===== config.mk =====
export PLATFORM = sky130hd
export DESIGN_NAME = stma_ram
export DESIGN_NICKNAME = d
export VERILOG_FILES = /design/src/sv/stma_ram.sv
export SDC_FILE = /design/constraint.sdc
export NUM_CORES = 1
export LEC_CHECK = 0
export ABC_AREA = 0
export BUFFER_PORTS_ARGS = -buffer_cell sky130_fd_sc_hd__buf_2
export CORE_MARGIN = 8
export CORE_UTILIZATION = 40
export CTS_CLUSTER_DIAMETER = 120
export DETAILED_ROUTE_END_ITERATION = 8
export SLEW_MARGIN = 40
export SYNTH_ARGS = -nofsm -noshare
export SYNTH_HDL_FRONTEND = slang
export SYNTH_SLANG_ARGS = --single-unit

===== constraint.sdc =====
create_clock -name i_clk -period 11.87 [get_ports i_clk]
set_input_delay 1.187 -clock i_clk [delete_from_list [all_inputs] [get_ports i_clk]]
set_output_delay 1.187 -clock i_clk [all_outputs]
set_load 0.01 [all_outputs]

===== src/sv/stma_ram.sv =====
module stma_ram #(
    parameter int DEPTH  = 32,
    parameter int WIDTH  = 56,
    parameter int ADDR_W = (DEPTH > 1) ? $clog2(DEPTH) : 1
) (
    input  logic              i_clk,
    input  logic              i_we,
    input  logic [ADDR_W-1:0] i_waddr,
    input  logic [WIDTH-1:0]  i_wdata,
    input  logic [ADDR_W-1:0] i_raddr,
    output logic [WIDTH-1:0]  o_rdata
);
    logic [WIDTH-1:0] r_mem [DEPTH];
    logic [WIDTH-1:0] r_rdata;

    always_ff @(posedge i_clk) begin
        if (i_we) begin
            r_mem[i_waddr] <= i_wdata;
        end
        r_rdata <= r_mem[i_raddr];
    end

    assign o_rdata = r_rdata;
endmodule


# Yosys cells after proc, flatten, opt, wreduce, memory -nomap -nowiden
# Memory sizes are Yosys's and may differ from the RTL's. A register that Yosys moved wholly into a read port is not among the register bits.
# Cells that the tools add are included.
# totals
reg_bits	0
latchBits	0
mem_bits_rw	1792
romBits	0
input_bits	68
output_inout_bits	56
elab_cells	3
memories	1
# op_classes
add_sub_neg	0
multipliers	0
n_div	0
n_lt_le_gt_ge	0
n_eq_ne	0
n_shift	0
mux	2
bitwise	0
n_reduce_logical	0
# mem_list
memory	depth	width	rd	rd_ports_with_merged_regs	write_ports	line	rtl
r_mem	32	56	1	1	1	13	logic [WIDTH-1:0] r_mem [DEPTH];
# op_table
operator	n
2-to-1 mux 1 bit	2

# Longest topological paths before layout
# Gate-level depths: netlist (run 1).
# depth
ltp_word	2
mapped_depth	8
depth_no_buf	5

# Worst setup path after synthesis (run 1)
# Ideal clock, no wire load.
# synth_path
path_kind	input to register
startpoint	input i_waddr[1]
endpoint	memory r_mem[12][0], enable pin
setup_ps	470
arrival_ps	4192
t_required_ps	11400
slack_ps	7208
path_stages	3
n_path_buf	1
path_cell_list	or3b_2 -> clkbuf_1 -> nor2_1
# synth_rtl
item	line	rtl
from (decl)	8	input logic [ADDR_W-1:0] i_waddr,
to (decl)	13	
# No word-level cell before the write port.

==> results.md, run 1 <==
STA:
- The summed negative setup slack over all endpoints is 0 ns.
- The final count of pins violating max slew is 0.
- Dividing the final minimum period by the clock period gives 30.7%.
- Setup repair after global routing left no endpoint under its margin.
- For this run, the top clock speed supported by timing is 274 MHz.
- The worst clock skew on the final layout is 0.0245 ns.
- The relative max-transition margin is 39.2%.
- For the pin with the worst max-slew slack, the measured transition is 0.912 ns.
- For the finished layout, the period the worst path requires is 3.65 ns.
- In the post-route analysis, the smallest setup slack over all paths is 8.22 ns.
- The worst hold margin is 0.596 ns.
- Setup violations remaining at the end of the flow were counted as 0.
- The number of hold violations in the final report is 0.

Power:
- The fraction of power consumed by the clock network is 41.5%.
- In this run switching power makes up 21.2% of total power.
- The highest ir drop seen on vdd is 0.000157 V.
- The total leakage power is 0.0277 uW.
- In this run the power density over the cells is 169 mW/mm2.
- The proportion of power drawn by combinational gates is 4.8%.
- The power spent charging and discharging nets is 2880 uW.
- The part of the total power dissipated in sequential elements is 53.7%.
- The internal power of the cells totals 10700 uW.

Placed design:
- The half-perimeter wire length of the detailed placement result is 86500 um.
- At the placement stage, the worst setup path has a slack of 7.39 ns.
- Once placement finished, the instance area stood at 0.0744 mm2.
- At the end of routability-driven placement, the weighted congestion stood at 0.726.
- Buffers placed on the I/O ports in this run total 123.

Synthesis:
- Summing the areas of all and, or, nand and nor instances in the mapped netlist gives 2.83% of the synthesized area.
- Synthesis produced a netlist with a net count of 3985.
- During synthesis, Yosys emitted a total of 0 warnings.
- In this run, distinct cell masters in the synthesized netlist total 25.
- After synthesis the netlist holds a flip-flop and latch count of 1848.
- The synthesized netlist devotes 0% of its cell area to adder and majority cells.
- The area share of xor/xnor cells in the synthesized design is 0%.
- The synthesized netlist cell count is 3917.
- The most used flip-flop cell after synthesis is sky130_fd_sc_hd__edfxtp_1.
- The area of the mapped netlist is 0.0708 mm2.
- The synthesized design contains 1792 enable-type register cells.
- Summing the sequential cell areas from Yosys gives 77.6% of the chip area.
- After synthesis, the largest family of logic cells by area is multiplexers.
- The average cell area after synthesis is 18.1 um2.
- In the synthesized netlist, mux cells make up 12.7% of the area.
- The fraction of synthesis flops using an asynchronous set or reset pin is 0%.
- The fraction of the mapped netlist area in compound gates is 4.85%.

Global route:
- The overall fraction of global-route tracks in use is 18.1%.
- Entering global routing, the biggest net connects 115 pins.
- The number of global-route vias before repair is 35600.
- The first global-routing pass estimated 255000 um of wire.
- The total congestion overflow is 0.
- The initial antenna violation count is 17.

Floorplanning:
- The horizontal extent of the die is 437 um.
- After floorplanning, the core was divided into 154 placement rows.
- The full die area is 0.191 mm2.
- The starting utilization of the core area is 40.2%.
- The floorplan step set the die height to 437 um.
- 124 I/O pins were placed.
- The total area inside the core boundary comes to 0.176 mm2.

Clock tree:
- The later-pin clock latency in the skew report is 0.81 ns.
- The clock drives 1848 sinks.
- The number of resized instances in the post-cts repair step is 0.
- Buffers added to address setup during post-CTS repair amount to 0.
- The number of buffers added by the clock tree synthesis step is 183.
- The clock tree from TritonCTS is done.
- The root buffer cell is sky130_fd_sc_hd__clkbuf_16.
- After clock tree synthesis, the clock-pin slew on the worst setup and hold paths is 0.06 ns.
- No sink is reached through more buffers than the 3 on the longest clock path.
- The number of buffers added to fix hold violations after cts is 0.
- The maximum level of the CTS H-tree is 4.

Worst setup path:
- The launch point of the worst reg-to-reg path is r_mem[1][48].
- In this run the worst path has a maximum fanout of 63.
- The worst setup path is launched from a primary input.
- By startpoint and endpoint, the worst setup path is classified as primary input to flip-flop.
- In this design, the largest share of critical-path delay is due to buffers and inverters.
- The launch point of the critical path is i_raddr[0].
- At the worst endpoint, the arrival time is 4.32 ns.
- The standard cell with the maximum stage delay on the critical path is sky130_fd_sc_hd__buf_6.
- The critical path buffer and inverter count is 6.
- Among the stages of the critical path, the cell type that occurs most often is sky130_fd_sc_hd__buf_16.
- At the worst endpoint, the required time is 12.55 ns.
- Traced cell by cell, the critical path runs through buf_8, buf_16, buf_12, buf_16, buf_16, buf_6, mux2i_1, a22o_1, nor3_1, a31oi_1, nand3_1.
- The largest single stage delay on the critical path is 0.66 ns.
- The endpoint type of the worst setup path is a flip-flop.

Cells and area:
- The most common cell after layout, fill and taps aside is sky130_fd_sc_hd__edfxtp_1.
- In the layout the commonest cells are sky130_fd_sc_hd__edfxtp_1, sky130_fd_sc_hd__mux2i_1, sky130_fd_sc_hd__clkbuf_16, sky130_fd_sc_hd__nand2_1, sky130_fd_sc_hd__nand3_1.
- The count of nets after finishing is 4167.
- The post-synthesis to final-layout area growth is 13.4%.
- The multi-input combinational cells in the finished layout cover a total of 0.0147 mm2.
- After filler insertion, the fill cell instance count of the layout stands at 15000.
- Cells with a size suffix above 1 make up 12.2% of the layout.
- The post-layout instance area is 0.0802 mm2.
- The footprint of the flip-flops and latches is 0.0549 mm2.

Routing:
- In the detailed route, the total length drawn on met2 is 91700 um.
- The detail route stage leaves a number of antenna-violating nets equal to 0.
- After detailed routing, the number of remaining DRC violations is 0.
- The sum of routed wire segments on met1 is 75600 um.
- In the final routed layout, each cell accounts on average for 27.2 um.
- After detailed routing, the number of vias per cell comes to 5.46.
- The initial detailed-routing violation count is 3277.
- In the detailed route, the total length drawn on met3 is 8740 um.
- The total wire length is 180000 um.
- The first-pass iteration count of the detailed router is 5.
- The highest metal layer carrying signal wires in the routed design is met5.
- Across all layers, the routed design uses 36000 vias.

Min path:
- The worst min-delay path startpoint is r_mem[26][51].
- The worst hold path belongs to the class flip-flop to flip-flop.

Run status:
- The run finished with clean final reports.

Run:
- Max-cap violations in this run came to 0.
## worst register-to-register path: stages, from the launching register on
cell and delay (ns):
sky130_fd_sc_hd__edfxtp_1 0.35, sky130_fd_sc_hd__mux2i_1 0.15, sky130_fd_sc_hd__a22o_1 0.16, sky130_fd_sc_hd__nor3_1 0.06
sky130_fd_sc_hd__a31oi_1 0.40, sky130_fd_sc_hd__nand3_1 0.13
## metal layers
layer / track usage, % / up-vias
met5: 0 / -
met4: 4.66 / 10
met3: 2.54 / 238
met2: 31.7 / 978
met1: 23.8 / 18800
li1: - / 16000
## power by group through the flow
| stage | clock, uW | combinational [uW] | sequential (uW) |
|---|---|---|---|
| 6_report | 5640 | 655 | 7290 |
| 5_1_grt | 5970 | 706 | 7300 |
| 4_1_cts | 5730 | 664 | 7290 |
| 3_5_place_dp | 0 | 662 | 7430 |
| 3_3_place_gp | 0 | 647 | 7430 |
| 2_1_floorplan | 0 | 377 | 7430 |
## layout make-up
class                   count  area share (%)
flip-flops and latches   1848            68.5
multi-input cells        1845            18.3
clock buffers             258            6.36
well taps                2340            3.65
repair buffers            221            2.30
clock inverters            83           0.904
diodes                      3         0.00936
## registers in the layout (all words and copies together) (netlist names)
name	count
o_rdata	56
r_mem	1792
## stage by stage
step                      std cells  total power [uW]  util, %
final                          6598             13600     45.6
after global routing           6595             14000     45.6
after CTS                      6594             13700     45.6
after detailed placement       6253              8090     42.3
after global placement         6233              8080     42.0
after floorplan                3917              7810        -
## cells by family after synthesis
group	after synthesis
AND/OR/NAND/NOR	445
flip-flops	1848
buffers and inverters	224
multiplexers	896
AO/OA/AOI/OAI	504
## final timing paths
kind                 endpoint  slack (ns)  cells after the start
setup / recovery  o_rdata[41]        8.22                     11
hold / removal    o_rdata[51]        0.60                      4
setup reg to reg  o_rdata[48]       10.47                      5
hold reg to reg   o_rdata[51]        0.60                      4
## cell usage after synthesis, types with 35 or more instances
library cell / number / area (um2)
sky130_fd_sc_hd__buf_6: 35 / 394
sky130_fd_sc_hd__buf_4: 50 / 375
sky130_fd_sc_hd__a22o_1: 112 / 981
sky130_fd_sc_hd__nor3_1: 56 / 280
sky130_fd_sc_hd__nand2_1: 170 / 638
sky130_fd_sc_hd__dfxtp_1: 56 / 1120
sky130_fd_sc_hd__a22oi_1: 168 / 1260
sky130_fd_sc_hd__a31oi_1: 56 / 350
sky130_fd_sc_hd__mux2i_1: 896 / 8970
sky130_fd_sc_hd__nand3_1: 170 / 851
sky130_fd_sc_hd__clkbuf_1: 81 / 304
sky130_fd_sc_hd__a21oi_1: 168 / 841
sky130_fd_sc_hd__buf_2: 40 / 200
sky130_fd_sc_hd__edfxtp_1: 1792 / 53800
No activity file was read; power rests on OpenSTA's default activity.
==> inputs of run 2 (changes only) <==
Settings changed: ABC_AREA 0 to 1.
Clock period 11.87 ns to 2.97 ns, I/O delays scaled along.
==> run 2 against run 1 <==
Net effect:
- critical path depth shrank 10
- die area rose by 3.6%
- register-to-register slack worse by 8.7 ns
==> results.md, run 2 <==
Run status:
- The run finished with clean final reports.

Floorplanning:
- The full die area came to 0.197 mm2 (+3.6%).
- The placeable core area is 0.183 mm2 (+3.8%).
- The starting utilization of the core area is 40.2% (-0.061 points).
- The horizontal extent of the die is 444 um (+1.8%).
- The number of cell rows is 157 (+1.9%).
- The count of boundary I/O pins is 124 (unchanged).
- The die height is 444 um (+1.8%).

Synthesis:
- The most used flip-flop cell after synthesis is sky130_fd_sc_hd__edfxtp_1.
- By area the synthesized netlist is led by sky130_fd_sc_hd__edfxtp_1, sky130_fd_sc_hd__nand2_1, sky130_fd_sc_hd__nand3_1.
- The Yosys warning count is 0 (unchanged).
- Among all cell types in the netlist, the one instantiated most often is sky130_fd_sc_hd__nand2_1.
- The sequential-to-total area share from yosys stat is 74.8% (-2.8 points).
- The synthesized netlist cell count is 6150 (+57%).
- The number of synthesized flops with an enable pin is 1792 (unchanged).
- The number of distinct library cells after synthesis came to 14 (-44%).
- The area share of the leading cell type in the synthesized netlist was 73.3% (-2.7 points).
- The number of storage elements in the synthesis netlist is 1848 (unchanged).
- The area of the mapped netlist is 0.0734 mm2 (+3.7%).
- Sorting the synthesized cells by how often they occur yields sky130_fd_sc_hd__nand2_1, sky130_fd_sc_hd__edfxtp_1, sky130_fd_sc_hd__nand3_1.
- The fraction of synthesis flops using an asynchronous set or reset pin is 0% (unchanged).
- The net count of the mapped netlist is 6218 (+56%).
- The average cell area after synthesis is 11.9 um2 (-34%).
- The largest total area in the synthesized netlist belongs to sky130_fd_sc_hd__edfxtp_1.

Routing:
- The initial detailed-routing violation count is 5002 (+53%).
- The final antenna-violating net count is 0 (unchanged).
- The wire length per cell is 23.5 um (-14%).
- The first-pass iteration count of the detailed router is 5 (unchanged).
- The total wire length is 208000 um (+16%).
- The number of vias per cell after detailed routing is 5.37 (-1.6%).
- The number of vias after detailed routing was 47500 (+32%).
- The number of design rule violations left after detail routing is 0 (unchanged).

Clock tree:
- The later-pin clock latency in the skew report was 0.82 ns (about the same).
- The buffer count from post-CTS setup fixing is 0 (unchanged).
- The maximum level of the CTS H-tree was 4 (unchanged).
- The maximum count of clock buffers along a single path is 3 (unchanged).
- The clock tree from TritonCTS is done.
- The register clock-pin slew on the reported worst setup and hold paths came to 0.06 ns (about the same).
- The number of sinks handled by clock tree synthesis is 1848 (unchanged).
- The number of buffers added by the clock tree synthesis step is 187 (+2.2%).
- The root buffer cell is sky130_fd_sc_hd__clkbuf_16.

Worst setup path:
- Traced cell by cell, the critical path runs through buf_2.
- The critical path class is flip-flop to output pin.
- The standard cell with the maximum stage delay on the critical path is sky130_fd_sc_hd__dfxtp_1.
- The worst endpoint data arrival time was 1.56 ns (-2.76 ns).
- The critical path startpoint category is a flip-flop.
- The critical path buffer and inverter count came to 1 (-5).
- The highest cell delay on the worst timing path is 0.53 ns (-0.13 ns).
- Among cell families on the critical path, the largest total delay comes from flip-flops.
- The required time at the worst-slack endpoint is 2.67 ns (-9.88 ns).
- The top fanout value on the critical path is 1 (-98%).
- The endpoint type of the worst setup path is an output pin.

Cells and area:
- Leaving out fill and tap cells, the most frequent cell in the layout is sky130_fd_sc_hd__nand2_1.
- The number of fillers in the final layout was 16200 (+8.2%).
- The flip-flop count of the largest register, all copies and words added is 1792 (unchanged).
- In the layout the commonest cells are sky130_fd_sc_hd__nand2_1, sky130_fd_sc_hd__edfxtp_1, sky130_fd_sc_hd__nand3_1, sky130_fd_sc_hd__clkbuf_16, sky130_fd_sc_hd__buf_2.
- The count of nets after finishing is 6372 (+53%).
- The post-synthesis to final-layout area growth is 14.7%.
- The share of layout cells above drive strength 1 is 9.20% (-3.0 points).
- The register with the most flip-flops in the final layout is r_mem.

Run:
- The reported max-cap violation count is 0 (unchanged).

Global route:
- The pin count of the biggest net entering global routing is 164 (+43%).
- The overall fraction of global-route tracks in use is 20.4% (+2.3 points).
- The total congestion overflow is 0 (unchanged).
- The initial antenna violation count came to 11 (-6).
- The wire length of the first global-routing pass is 305000 um (+19%).
- The number of global-route vias before repair was 45800 (+29%).

STA:
- The summed negative setup slack over all endpoints was 0 ns (unchanged).
- The final worst-path cycle share is 62.4%.
- The total of endpoints with negative setup slack in the final report came to 0 (unchanged).
- Setup repair after global routing left no endpoint under its margin.
- The number of hold violations in the final report is 0 (unchanged).
- For the finished layout, the period the worst path requires is 1.85 ns.
- The worst clock skew on the final layout is 0.0197 ns (-0.00478 ns).
- The final count of pins violating max slew was 0 (unchanged).
- Derived from the worst setup path, the maximum achievable clock frequency is 540 MHz.
- The actual transition at the worst max-transition pin was 1.00 ns (+0.0908 ns).
- The relative max-transition margin is 33.1% (-6.1 points).

Min path:
- The min-delay analysis places its worst path in the category primary input to flip-flop.

Placed design:
- The number of buffers added on ports is 123 (unchanged).
- The half-perimeter wire length of the detailed placement result is 103000 um (+19%).
- The final estimated routing congestion in global placement is 0.757 (+4.3%).

Power:
- The total leakage power is 0.0307 uW (+11%).
- The power density over the cells came to 659 mW/mm2 (+290%).
- The total power of the final layout is 55500 uW (+310%).
- The highest ir drop seen on vdd came to 0.000607 V (+290%).
[run 2: cell types whose count changed after synthesis, moves of 16 or more]
cell | before | now
sky130_fd_sc_hd__nand2_1 | 170 | 2520
sky130_fd_sc_hd__mux2i_1 | 896 | 0
sky130_fd_sc_hd__a21oi_1 | 168 | 0
sky130_fd_sc_hd__buf_6 | 35 | 19
sky130_fd_sc_hd__a22oi_1 | 168 | 0
sky130_fd_sc_hd__clkbuf_1 | 81 | 55
sky130_fd_sc_hd__nand3_1 | 170 | 1356
sky130_fd_sc_hd__a31oi_1 | 56 | 0
sky130_fd_sc_hd__nor3_1 | 56 | 0
sky130_fd_sc_hd__a22o_1 | 112 | 0
sky130_fd_sc_hd__buf_2 | 40 | 258
[run 2: worst paths after layout]
kind / from / endpoint / slack (ns) / depth (start not counted)
setup / recovery: o_rdata[42] / o_rdata[42] / 1.12 / 1
hold / removal: i_wdata[41] / r_mem[5][41] / 0.07 / 1
setup reg to reg: r_mem[31][35] / o_rdata[35] / 1.74 / 8
hold reg to reg: r_mem[4][34] / o_rdata[34] / 0.75 / 8
[run 2: per-stage QoR]
step / hold WS (ns) / area, um2 / worst slack [ns] / utilization [%] / std cells
global placement: 0.699 / 77600 / 0.787 / 42.5 / 8444
floorplan: 0.396 / 73400 / -0.444 / - / 6150
finish: 0.0701 / 84200 / 1.12 / 46.1 / 8852
detailed placement: 0.699 / 77600 / 0.768 / 42.5 / 8444
CTS: 0.00488 / 84200 / 1.02 / 46.1 / 8849
global route: 0.0489 / 84200 / 1.08 / 46.1 / 8851
[run 2: what timing repair did]
action | in CTS | in global routing
endpoints found under the setup margin | 0 | 0
resized for setup | 0 | 0
hold buffers | 56 | 0
hold endpoints to repair | 1771 | 0
[run 2: report_power, final]
group	internal (uW)	leakage, uW	switching, uW
Clock	13100	0.00292	9850
Combinational	978	0.0112	2430
Sequential	29000	0.0166	155
Total	43100	0.0307	12400
[run 2: cells by family after synthesis]
group / synth area share (%)
simple gates: 22.3
flops: 74.8
buf+inv: 2.87
[run 2: cell type report]
cell class              instances  area, um2  area share (%)
diodes                          3       7.51         0.00892
multi-input cells            3908      16600            19.7
clock inverters                82        742           0.881
inverters                      10       76.3          0.0907
flip-flops and latches       1848      54900            65.3
repair buffers                349       3590            4.27
clock buffers                 267       5240            6.23
well taps                    2385       2980            3.54
[run 2: layer usage]
metal  global-route usage [%]  part of all wire [%]
met2                     35.3                    50
met5                        0                0.0058
met1                     26.9                    41
met4                     6.25                   2.9
met3                     2.73                   6.4
