## src/sv/stma_pkg.sv

```systemverilog
package stma_pkg;

    localparam int MAX_ENTRIES   = 32;
    localparam int INDEX_WIDTH   = 12;
    localparam int VALUE_WIDTH   = 32;
    localparam int DIM_WIDTH     = 13;
    localparam int KIND_WIDTH    = 2;
    localparam int STATUS_WIDTH  = 2;
    localparam int CFG_IDX_WIDTH = 2;
    localparam int ADDR_WIDTH    = (MAX_ENTRIES > 1) ? $clog2(MAX_ENTRIES) : 1;
    localparam int CNT_WIDTH     = $clog2(MAX_ENTRIES + 1);
    localparam int ENTRY_WIDTH   = 2 * INDEX_WIDTH + VALUE_WIDTH;

    typedef enum logic [KIND_WIDTH-1:0] {
        KIND_FIRST  = 2'd0,
        KIND_SECOND = 2'd1,
        KIND_FINISH = 2'd2
    } t_kind;

    typedef enum logic [STATUS_WIDTH-1:0] {
        ST_ENTRY    = 2'd0,
        ST_EMPTY    = 2'd1,
        ST_MISMATCH = 2'd2,
        ST_OVERFLOW = 2'd3
    } t_status;

    typedef enum logic [CFG_IDX_WIDTH-1:0] {
        CFG_ROWS_FIRST  = 2'd0,
        CFG_COLS_FIRST  = 2'd1,
        CFG_ROWS_SECOND = 2'd2,
        CFG_COLS_SECOND = 2'd3
    } t_cfg_reg;

    typedef enum logic [1:0] {
        S_IDLE,
        S_MERGE,
        S_STATUS
    } t_state;

    typedef struct packed {
        logic [INDEX_WIDTH-1:0] row;
        logic [INDEX_WIDTH-1:0] col;
        logic [VALUE_WIDTH-1:0] value;
    } t_entry;

    typedef struct packed {
        logic    start;
        logic    fault;
        t_status code;
    } t_run_req;

    typedef struct packed {
        logic busy;
        logic done;
    } t_run_rsp;

endpackage

```

## src/sv/stma_if.sv

```systemverilog


interface stma_out_if;
    import stma_pkg::*;

    logic                          valid;
    logic                          ready;
    logic [STATUS_WIDTH-1:0]       status;
    logic [INDEX_WIDTH-1:0]        out_row;
    logic [INDEX_WIDTH-1:0]        out_col;
    logic signed [VALUE_WIDTH-1:0] out_value;
    logic                          last;

    modport source (output valid, status, out_row, out_col, out_value, last, input ready);
    modport sink   (input valid, status, out_row, out_col, out_value, last, output ready);
endinterface


```

## src/sv/stma_merge.sv

```systemverilog
module stma_merge (
    input  logic                         i_clk,
    input  logic                         i_rst_n,
    input  stma_pkg::t_run_req           i_req,
    output stma_pkg::t_run_rsp           o_rsp,
    input  logic [stma_pkg::CNT_WIDTH-1:0]  i_cnt_first,
    input  logic [stma_pkg::CNT_WIDTH-1:0]  i_cnt_second,
    input  stma_pkg::t_entry             i_first_rd,
    input  stma_pkg::t_entry             i_second_rd,
    output logic [stma_pkg::ADDR_WIDTH-1:0] o_first_raddr,
    output logic [stma_pkg::ADDR_WIDTH-1:0] o_second_raddr,
    stma_out_if.source                   o_out
);
    import stma_pkg::*;

    t_state                 r_state, n_state;
    logic [CNT_WIDTH-1:0]   r_a, n_a;
    logic [CNT_WIDTH-1:0]   r_b, n_b;
    logic                   r_pend_valid, n_pend_valid;
    t_entry                 r_pend, n_pend;
    t_status                r_code;
    logic                   r_out_valid;
    t_status                r_out_status, n_out_status;
    t_entry                 r_out_entry, n_out_entry;
    logic                   r_out_last, n_out_last;
    logic                   load_out;

    logic                       a_ok, b_ok, a_lt, a_gt;
    logic                       take_a, take_b, take_both;
    logic                       walk_done, emit, out_free;
    logic                       step, finish_merge, finish_status;
    logic [VALUE_WIDTH-1:0]     sum;
    logic [2*INDEX_WIDTH-1:0]   key_a, key_b;
    t_entry                     new_entry;

    assign a_ok      = r_a < i_cnt_first;
    assign b_ok      = r_b < i_cnt_second;
    assign key_a     = {i_first_rd.row, i_first_rd.col};
    assign key_b     = {i_second_rd.row, i_second_rd.col};
    assign a_lt      = key_a < key_b;
    assign a_gt      = key_a > key_b;
    assign take_a    = a_ok && (!b_ok || a_lt);
    assign take_b    = b_ok && (!a_ok || a_gt);
    assign take_both = a_ok && b_ok && !a_lt && !a_gt;
    assign sum       = i_first_rd.value + i_second_rd.value;
    assign walk_done = !a_ok && !b_ok;
    assign emit      = take_a || take_b || (take_both && (sum != '0));
    assign out_free  = !r_out_valid || o_out.ready;

    always_comb begin
        if (take_both) begin
            new_entry = '{row: i_first_rd.row, col: i_first_rd.col, value: sum};
        end else if (take_a) begin
            new_entry = i_first_rd;
        end else begin
            new_entry = i_second_rd;
        end
    end

    always_comb begin
        n_state = r_state;
        unique case (r_state)
            S_IDLE: begin
                if (i_req.start) begin
                    n_state = i_req.fault ? S_STATUS : S_MERGE;
                end
            end
            S_MERGE: begin
                if (out_free && walk_done) begin
                    n_state = S_IDLE;
                end
            end
            S_STATUS: begin
                if (out_free) begin
                    n_state = S_IDLE;
                end
            end
            default: n_state = S_IDLE;
        endcase
    end

    always_comb begin
        step          = (r_state == S_MERGE) && out_free && !walk_done;
        finish_merge  = (r_state == S_MERGE) && out_free && walk_done;
        finish_status = (r_state == S_STATUS) && out_free;

        n_a          = r_a;
        n_b          = r_b;
        n_pend_valid = r_pend_valid;
        n_pend       = r_pend;
        load_out     = 1'b0;
        n_out_status = ST_ENTRY;
        n_out_entry  = r_pend;
        n_out_last   = 1'b0;

        if (r_state == S_IDLE) begin
            n_a          = '0;
            n_b          = '0;
            n_pend_valid = 1'b0;
        end

        if (step) begin
            n_a = r_a + CNT_WIDTH'(take_a || take_both);
            n_b = r_b + CNT_WIDTH'(take_b || take_both);
            if (emit) begin
                n_pend       = new_entry;
                n_pend_valid = 1'b1;
                load_out     = r_pend_valid;
            end
        end

        if (finish_merge) begin
            load_out     = 1'b1;
            n_out_last   = 1'b1;
            n_pend_valid = 1'b0;
            if (!r_pend_valid) begin
                n_out_status = ST_EMPTY;
                n_out_entry  = '0;
            end
        end

        if (finish_status) begin
            load_out     = 1'b1;
            n_out_last   = 1'b1;
            n_out_status = r_code;
            n_out_entry  = '0;
        end
    end

    always_ff @(posedge i_clk) begin
        if (!i_rst_n) begin
            r_state      <= S_IDLE;
            r_a          <= '0;
            r_b          <= '0;
            r_pend_valid <= 1'b0;
            r_out_valid  <= 1'b0;
        end else begin
            r_state      <= n_state;
            r_a          <= n_a;
            r_b          <= n_b;
            r_pend_valid <= n_pend_valid;
            if (out_free) begin
                r_out_valid <= load_out;
            end
        end
    end

    always_ff @(posedge i_clk) begin
        r_pend <= n_pend;
        if (i_req.start) begin
            r_code <= i_req.code;
        end
        if (load_out) begin
            r_out_status <= n_out_status;
            r_out_entry  <= n_out_entry;
            r_out_last   <= n_out_last;
        end
    end

    assign o_first_raddr  = n_a[ADDR_WIDTH-1:0];
    assign o_second_raddr = n_b[ADDR_WIDTH-1:0];

    assign o_rsp.busy = (r_state != S_IDLE);
    assign o_rsp.done = finish_merge || finish_status;

    assign o_out.valid     = r_out_valid;
    assign o_out.status    = r_out_status;
    assign o_out.out_row   = r_out_entry.row;
    assign o_out.out_col   = r_out_entry.col;
    assign o_out.out_value = r_out_entry.value;
    assign o_out.last      = r_out_last;
endmodule

```

## src/flat_wrapper.sv

```systemverilog
// flat-port wrapper written by rule: the top's interface ports become plain ports
module stma_merge_flat import stma_pkg::*;
  (i_clk, i_rst_n, i_req, o_rsp, i_cnt_first, i_cnt_second, i_first_rd, i_second_rd, o_first_raddr, o_second_raddr, o_out_valid, o_out_status, o_out_out_row, o_out_out_col, o_out_out_value, o_out_last, o_out_ready);
  stma_out_if o_out_i ();
  input  logic i_clk;
  input  logic i_rst_n;
  input  stma_pkg::t_run_req i_req;
  output stma_pkg::t_run_rsp o_rsp;
  input  logic [stma_pkg::CNT_WIDTH-1:0] i_cnt_first;
  input  logic [stma_pkg::CNT_WIDTH-1:0] i_cnt_second;
  input  stma_pkg::t_entry i_first_rd;
  input  stma_pkg::t_entry i_second_rd;
  output logic [stma_pkg::ADDR_WIDTH-1:0] o_first_raddr;
  output logic [stma_pkg::ADDR_WIDTH-1:0] o_second_raddr;
  output wire logic [$bits(o_out_i.valid)-1:0] o_out_valid;
  output wire logic [$bits(o_out_i.status)-1:0] o_out_status;
  output wire logic [$bits(o_out_i.out_row)-1:0] o_out_out_row;
  output wire logic [$bits(o_out_i.out_col)-1:0] o_out_out_col;
  output wire logic [$bits(o_out_i.out_value)-1:0] o_out_out_value;
  output wire logic [$bits(o_out_i.last)-1:0] o_out_last;
  input wire logic [$bits(o_out_i.ready)-1:0] o_out_ready;
  assign o_out_valid = o_out_i.valid;
  assign o_out_status = o_out_i.status;
  assign o_out_out_row = o_out_i.out_row;
  assign o_out_out_col = o_out_i.out_col;
  assign o_out_out_value = o_out_i.out_value;
  assign o_out_last = o_out_i.last;
  assign o_out_i.ready = o_out_ready;
  stma_merge u_core (.i_clk(i_clk), .i_rst_n(i_rst_n), .i_req(i_req), .o_rsp(o_rsp), .i_cnt_first(i_cnt_first), .i_cnt_second(i_cnt_second), .i_first_rd(i_first_rd), .i_second_rd(i_second_rd), .o_first_raddr(o_first_raddr), .o_second_raddr(o_second_raddr), .o_out(o_out_i));
endmodule
```

## config.mk

```make
export PLATFORM = sky130hd
export DESIGN_NAME = stma_merge_flat
export DESIGN_NICKNAME = d
export VERILOG_FILES = /design/src/sv/stma_pkg.sv /design/src/sv/stma_if.sv /design/src/sv/stma_merge.sv /design/src/flat_wrapper.sv
export SDC_FILE = /design/constraint.sdc
export NUM_CORES = 1
export LEC_CHECK = 0
export BUFFER_PORTS_ARGS = -buffer_cell sky130_fd_sc_hd__buf_2
export CELL_PAD_IN_SITES_DETAIL_PLACEMENT = 1
export CELL_PAD_IN_SITES_GLOBAL_PLACEMENT = 1
export CORE_MARGIN = 2
export CORE_UTILIZATION = 30
export DETAILED_ROUTE_END_ITERATION = 8
export PLACE_DENSITY_LB_ADDON = 0.08
export SYNTH_ARGS = -nofsm -noshare
export SYNTH_HDL_FRONTEND = slang
export SYNTH_SLANG_ARGS = --single-unit
```

## constraint.sdc

```tcl
create_clock -name i_clk -period 8 [get_ports i_clk]
set_input_delay 0.8 -clock i_clk [delete_from_list [all_inputs] [get_ports i_clk]]
set_output_delay 0.8 -clock i_clk [all_outputs]
set_load 0.03 [all_outputs]
```

### Word level (Yosys, flattened, before mapping)

Cells that the tools add are included.
W data, S select, Z words.

* $add $sub $neg: 3
* $lt $le $gt $ge: 4
* equality and inequality tests: 5
* mux-type cells: 24
* bitwise logic cells: 1
* reduce and logical (&&, ||, !) cells: 33

Operators with widths (number)
* $mux W56: 4
* $add A32 B32 Y32: 1
* $reduce_bool A32 Y1: 1
* $gt A24 B24 Y1: 1
* $lt A24 B24 Y1: 1
* $mux W6: 4
* $add A6 B1 Y6: 2
* $logic_and A1 B1 Y1: 12
* $lt A6 B6 Y1: 2
* $mux W2: 6
* $mux W1: 9
* $logic_or A1 B1 Y1: 8
* $logic_not A1 Y1: 6
* $pmux W2 S3: 1
* $ne A2 B1 Y1 const B: 2
* $reduce_bool A2 Y1: 2
* $reduce_and A3 Y1: 1
* $eq A2 B1 Y1 const B: 1
* $eq A2 B2 Y1 const B: 1
* $logic_not A2 Y1: 1
* $ne A2 B2 Y1 const B: 1
* $reduce_and A2 Y1: 1
* $reduce_or A2 Y1: 1
* $not A1 Y1: 1

* register bits: 133
* bits of input ports: 131

### Longest topological paths before layout

* depth in word-level cells: 10
* mapped depth: 18
* mapped depth without buffers: 17

### Worst setup path after synthesis

No wires, ideal clock.

* path type: input -> register
* start point: input i_first_rd[24] in the netlist's numbering
* end point: register u_core.r_out_last, in the netlist u_core.o_out.last, enable pin
* library setup time: 0.488 ns
* arrival time: 5.632 ns
* required time: 7.512 ns
* slack: 1.880 ns
* stages: 12
* path through: ha_1 -> clkdlybuf4s50_2 -> a21o_1 -> a21o_1 -> a21oi_1 -> nand4_1 -> o21a_4 -> xnor2_1 -> nor2_1 -> or4b_1 -> nor3_2 -> o21bai_1

* word-level cells in the longest chain between the ends: 8

RTL lines
* start, declared: line flat_wrapper.sv:11 `input stma_pkg::t_entry i_first_rd;`
* $add A32 B32 Y32: line stma_merge.sv:45 `assign sum = i_first_rd.value + i_second_rd.value;`
* $reduce_bool A32 Y1: line stma_merge.sv:47 `assign emit = take_a || take_b || (take_both && (sum != '0));`
* $logic_and A1 B1 Y1: line stma_merge.sv:47
* $logic_or A1 B1 Y1: line stma_merge.sv:47
* $mux W1: line stma_merge.sv:105 `if (emit) begin`
* $mux W1: line stma_merge.sv:102 `if (step) begin`
* $mux W1: line stma_merge.sv:112 `if (finish_merge) begin`
* $mux W1: line stma_merge.sv:122 `if (finish_status) begin`
* net u_core.load_out: line stma_merge.sv:26 `logic load_out;`
* end signal, assigned: line stma_merge.sv:156 `r_out_last <= n_out_last;`
* end, declared: line stma_merge.sv:25 `logic r_out_last, n_out_last;`

The timed path passes the listed nets, and every way through them passes these cells.
A chain may end at the register's enable or synchronous reset.

### Worst setup path after layout

* start point: input i_second_rd[55] in the netlist's numbering
* end point: output o_first_raddr[4] in the netlist's numbering

* word-level cells in the longest chain between the ends: 7
* elaborated cells between the ends (all ways): 11

RTL lines
* start, declared: line flat_wrapper.sv:12 `input stma_pkg::t_entry i_second_rd;`
* $lt A24 B24 Y1: line stma_merge.sv:40 `assign a_lt = key_a < key_b;`
* $logic_not A1 Y1: line stma_merge.sv:44 `assign take_both = a_ok && b_ok && !a_lt && !a_gt;`
* $logic_and A1 B1 Y1 (2 in series): line stma_merge.sv:44
* $logic_or A1 B1 Y1 (*): line stma_merge.sv:103 `n_a = r_a + CNT_WIDTH'(take_a || take_both);`
* $add A6 B1 Y6 (*): line stma_merge.sv:103
* $mux W6 (*): line stma_merge.sv:102
* end, declared: line flat_wrapper.sv:13 `output logic [stma_pkg::ADDR_WIDTH-1:0] o_first_raddr;`

Every way passes the cells marked *; elsewhere a longest branch is shown, timed or not.

==> results.yml <==
setup_path:
  cpPeakStageDelay_ps: 710
  end_kind: "primary output"
  crit_chain: "buf_2 -> inv_1 -> ha_1 -> nand4_1 -> nor4_1 -> o31ai_1 -> o311a_1 -> nor2_1 -> inv_1 -> o21ai_1 -> inv_2 -> ha_1 -> ha_1 -> a31oi_1 -> o21ai_0 -> o21ai_0 -> buf_2"
  path_class: "primary input to primary output"
  worstPathRequired_ps: 7200
  crit_fanout: 55
  cp_common_cell: "ha_1"
  cpMaxStageDelayCell: "nor2_1"
  startpoint_type: "primary input"
  cp.arrival_ps: 5220
drt:
  routed_wl_um: 26900
  postRouteAntennaNets: 0
  dr.pass1.iters: 4
  vias: 7169
  drt-wirelength-per-cell_um: 18.4
  drtIter0Drc: 315
  drc_errors: 0
  vias_per_cell: 4.91
global_route:
  grt_usage_pct: 18.0
  gr-total-overflow: 0
  grt_max_degree: 60
  grt_pass1_wl_um: 42200
  grt_pass1_vias: 7438
  antenna_found_initial: 0
floorplan:
  placementRows: 62
  ios: 203
  start_util_pct: 30.3
  die_h_um: 174
  fp.dieArea_um2: 30200
  core_area_um2: 28500
  fp.dieW_um: 174
logic_synthesis:
  syn_nets: 1085
  netlist_instances: 884
  synthMuxAreaShare_pct: 3.35
  synth-main-ff-cell: "edfxtp_1"
  yosys.area_share.simple_pct: 17.2
  yosysSeqAreaShare_pct: 44.3
  ys_seq_elements: 133
  synth_edf_count: 117
  synth_compound_area_share_pct: 16.3
  syn_area_um2: 8660
  syn_avg_cell_area_um2: 9.79
  ys_types: 77
  synth_adder_area_share_pct: 10.2
  yosysWarnings: 0
  synth_top_family_by_area: "simple AND/OR/NAND/NOR gates"
  synth_xor_area_share_pct: 2.83
  synthArstFlopShare_pct: 0
sta:
  slew_violations: 0
  fin_crit_sh_pct: 75.2
  hold_viol_final: 0
  fmax_mhz: 166
  worst_slack_ps: 1980
  layout_min_cycle_time_ps: 6020
  setup_tns_ps: 0
  setup_violations: 0
  fin_skew_ps: 8.41
  tightestPinTransition_ps: 965
  relSlewSlack_pct: 35.1
  rsz0062_at_grt: "no"
clocking:
  cts_resized: 0
  ctsLongestPathBuffers: 2
  htreeDepth: 4
  cts_setup_buffers: 0
  cts_tree: "built"
  clkLatencyLatePin_ps: 430
  numCtsBuffers: 17
  cts_hold_buf: 0
  cts_num_sinks: 133
  root_buffer: "clkbuf_16"
  clkTransAtPathRegs_ps: 60
hold_path:
  min_path_type: "register to register"
pwr:
  irDropWorstVdd_mv: 0.141
  pwr-share-seq_pct: 39.4
  p_leak_nw: 4.49
  sw_frac_of_total_pct: 29.2
  p_sw_uw: 598
  intPower_mw: 1.45
  powerDensity_nw_per_um2: 194
  p_comb_share_pct: 21.0
  p_total_mw: 2.05
  p_clk_share_pct: 39.6
final_layout:
  nets: 1265
  areaGrowthSynthToFinish_pct: 21.9
  diodes: 0
  fillers: 3344
  layout-drive-gt1-share_pct: 24.3
place:
  hpwl_um: 20900
  portBuffers: 202
  place_congestion: 0.823
  pre_cts_slack_ps: 1910
run_status:
  outcome: "finished clean"
flow_run:
  max_cap_violations: 0
[synth_stat cells (7+ instances only)]
library cell  instances  area, um2
a21o_1               10       75.1
o21ai_0              73        365
and3_1                7       43.8
ha_1                 69        863
nor3_1                7       35.0
xor2_1               10       87.6
xnor2_1              18        158
nor2_1               55        206
nand3_1              22        110
o22ai_1               8       50.1
and2_1               69        432
inv_1                52        195
nand4_1              16        100
buf_4                14        105
nand2_1              74        278
mux2i_1              29        290
edfxtp_1            117       3510
a21oi_1              76        380
a31oi_1              10       62.6
dfxtp_1              16        320
clkbuf_1             23       86.3
[per-layer routing]
metal / track usage, % / wire length (um)
met5: 0 / 0
met4: 4.69 / 321
met3: 2.26 / 822
met2: 30.9 / 13000
met1: 23.9 / 12700
[critical path: cells and delay by family]
kind | cells | cell delay [ps]
compound gates | 6 | 1110
fa+ha+maj | 3 | 950
buf+inv | 5 | 1060
simple gates | 3 | 1270
[sequential cells by signal, indices dropped and copies added (netlist names)]
register	cells
u_core.o_out.valid	1
u_core.r_state	2
u_core.r_pend	56
u_core.o_out.out_value	32
u_core.r_pend_valid	1
u_core.r_code	2
u_core.r_b	6
u_core.r_a	6
u_core.o_out.out_row	12
u_core.o_out.status	2
u_core.o_out.out_col	12
u_core.o_out.last	1
[final timing paths]
path,slack (ps),from,cells past startpoint,end
worst max register to register,3390,u_core.r_a[1],11,u_core.r_pend[30]
worst min-delay path,470,u_core.r_b[5],1,u_core.r_b[5]
worst max-delay path,1980,i_second_rd[55],17,o_first_raddr[4]
worst min register to register,470,u_core.r_b[5],1,u_core.r_b[5]
[cells by family (layout without fill, tap and decap cells)]
family / Yosys count / in the layout
simple gates: 289 / 289
compound gates: 232 / 232
flops: 133 / 133
buf+inv: 103 / 295
fa+ha+maj: 70 / 70
mux: 29 / 29
xor+xnor: 28 / 28
[metrics by stage]
step | instance area, um2 | hold WS (ps) | utilization (%) | cells
floorplan | 8660 | 426 | - | 884
global placement | 9950 | 452 | 34.8 | 1429
detailed placement | 9950 | 454 | 34.8 | 1429
CTS | 10500 | 468 | 37.0 | 1460
global route | 10500 | 478 | 37.0 | 1460
finish | 10500 | 470 | 37.0 | 1460
[area by class of cell]
type,instances,area (um2),area share [%]
Clock inverter,14,176,1.67
Sequential cell,133,3830,36.3
Tap cell,384,480,4.55
Multi-Input combinational cell,648,4360,41.3
Inverter,54,203,1.92
Timing Repair Buffer,210,1070,10.2
Clock buffer,17,425,4.03
[power groups by stage]
stage	logic (mW)	registers (mW)	clock network, mW
2_1_floorplan	0.269	0.846	0
3_3_place_gp	0.434	0.823	0
3_5_place_dp	0.435	0.824	0
4_1_cts	0.438	0.809	0.837
5_1_grt	0.482	0.811	0.861
6_report	0.430	0.808	0.811
[cells in the final DEF (no fill, tap or decap), types with 7 or more instances in the layout]
cell       count
buf_2        202
edfxtp_1     117
a21oi_1       76
nand2_1       74
o21ai_0       71
and2_1        69
ha_1          69
nor2_1        54
inv_1         52
mux2i_1       29
nand3_1       22
xnor2_1       18
clkbuf_16     17
nand4_1       16
dfxtp_1       16
a21o_1        10
a31oi_1       10
xor2_1        10
o22ai_1        8
buf_4          8
nor3_1         7
and3_1         7
Power figures use the tool's default switching activity.
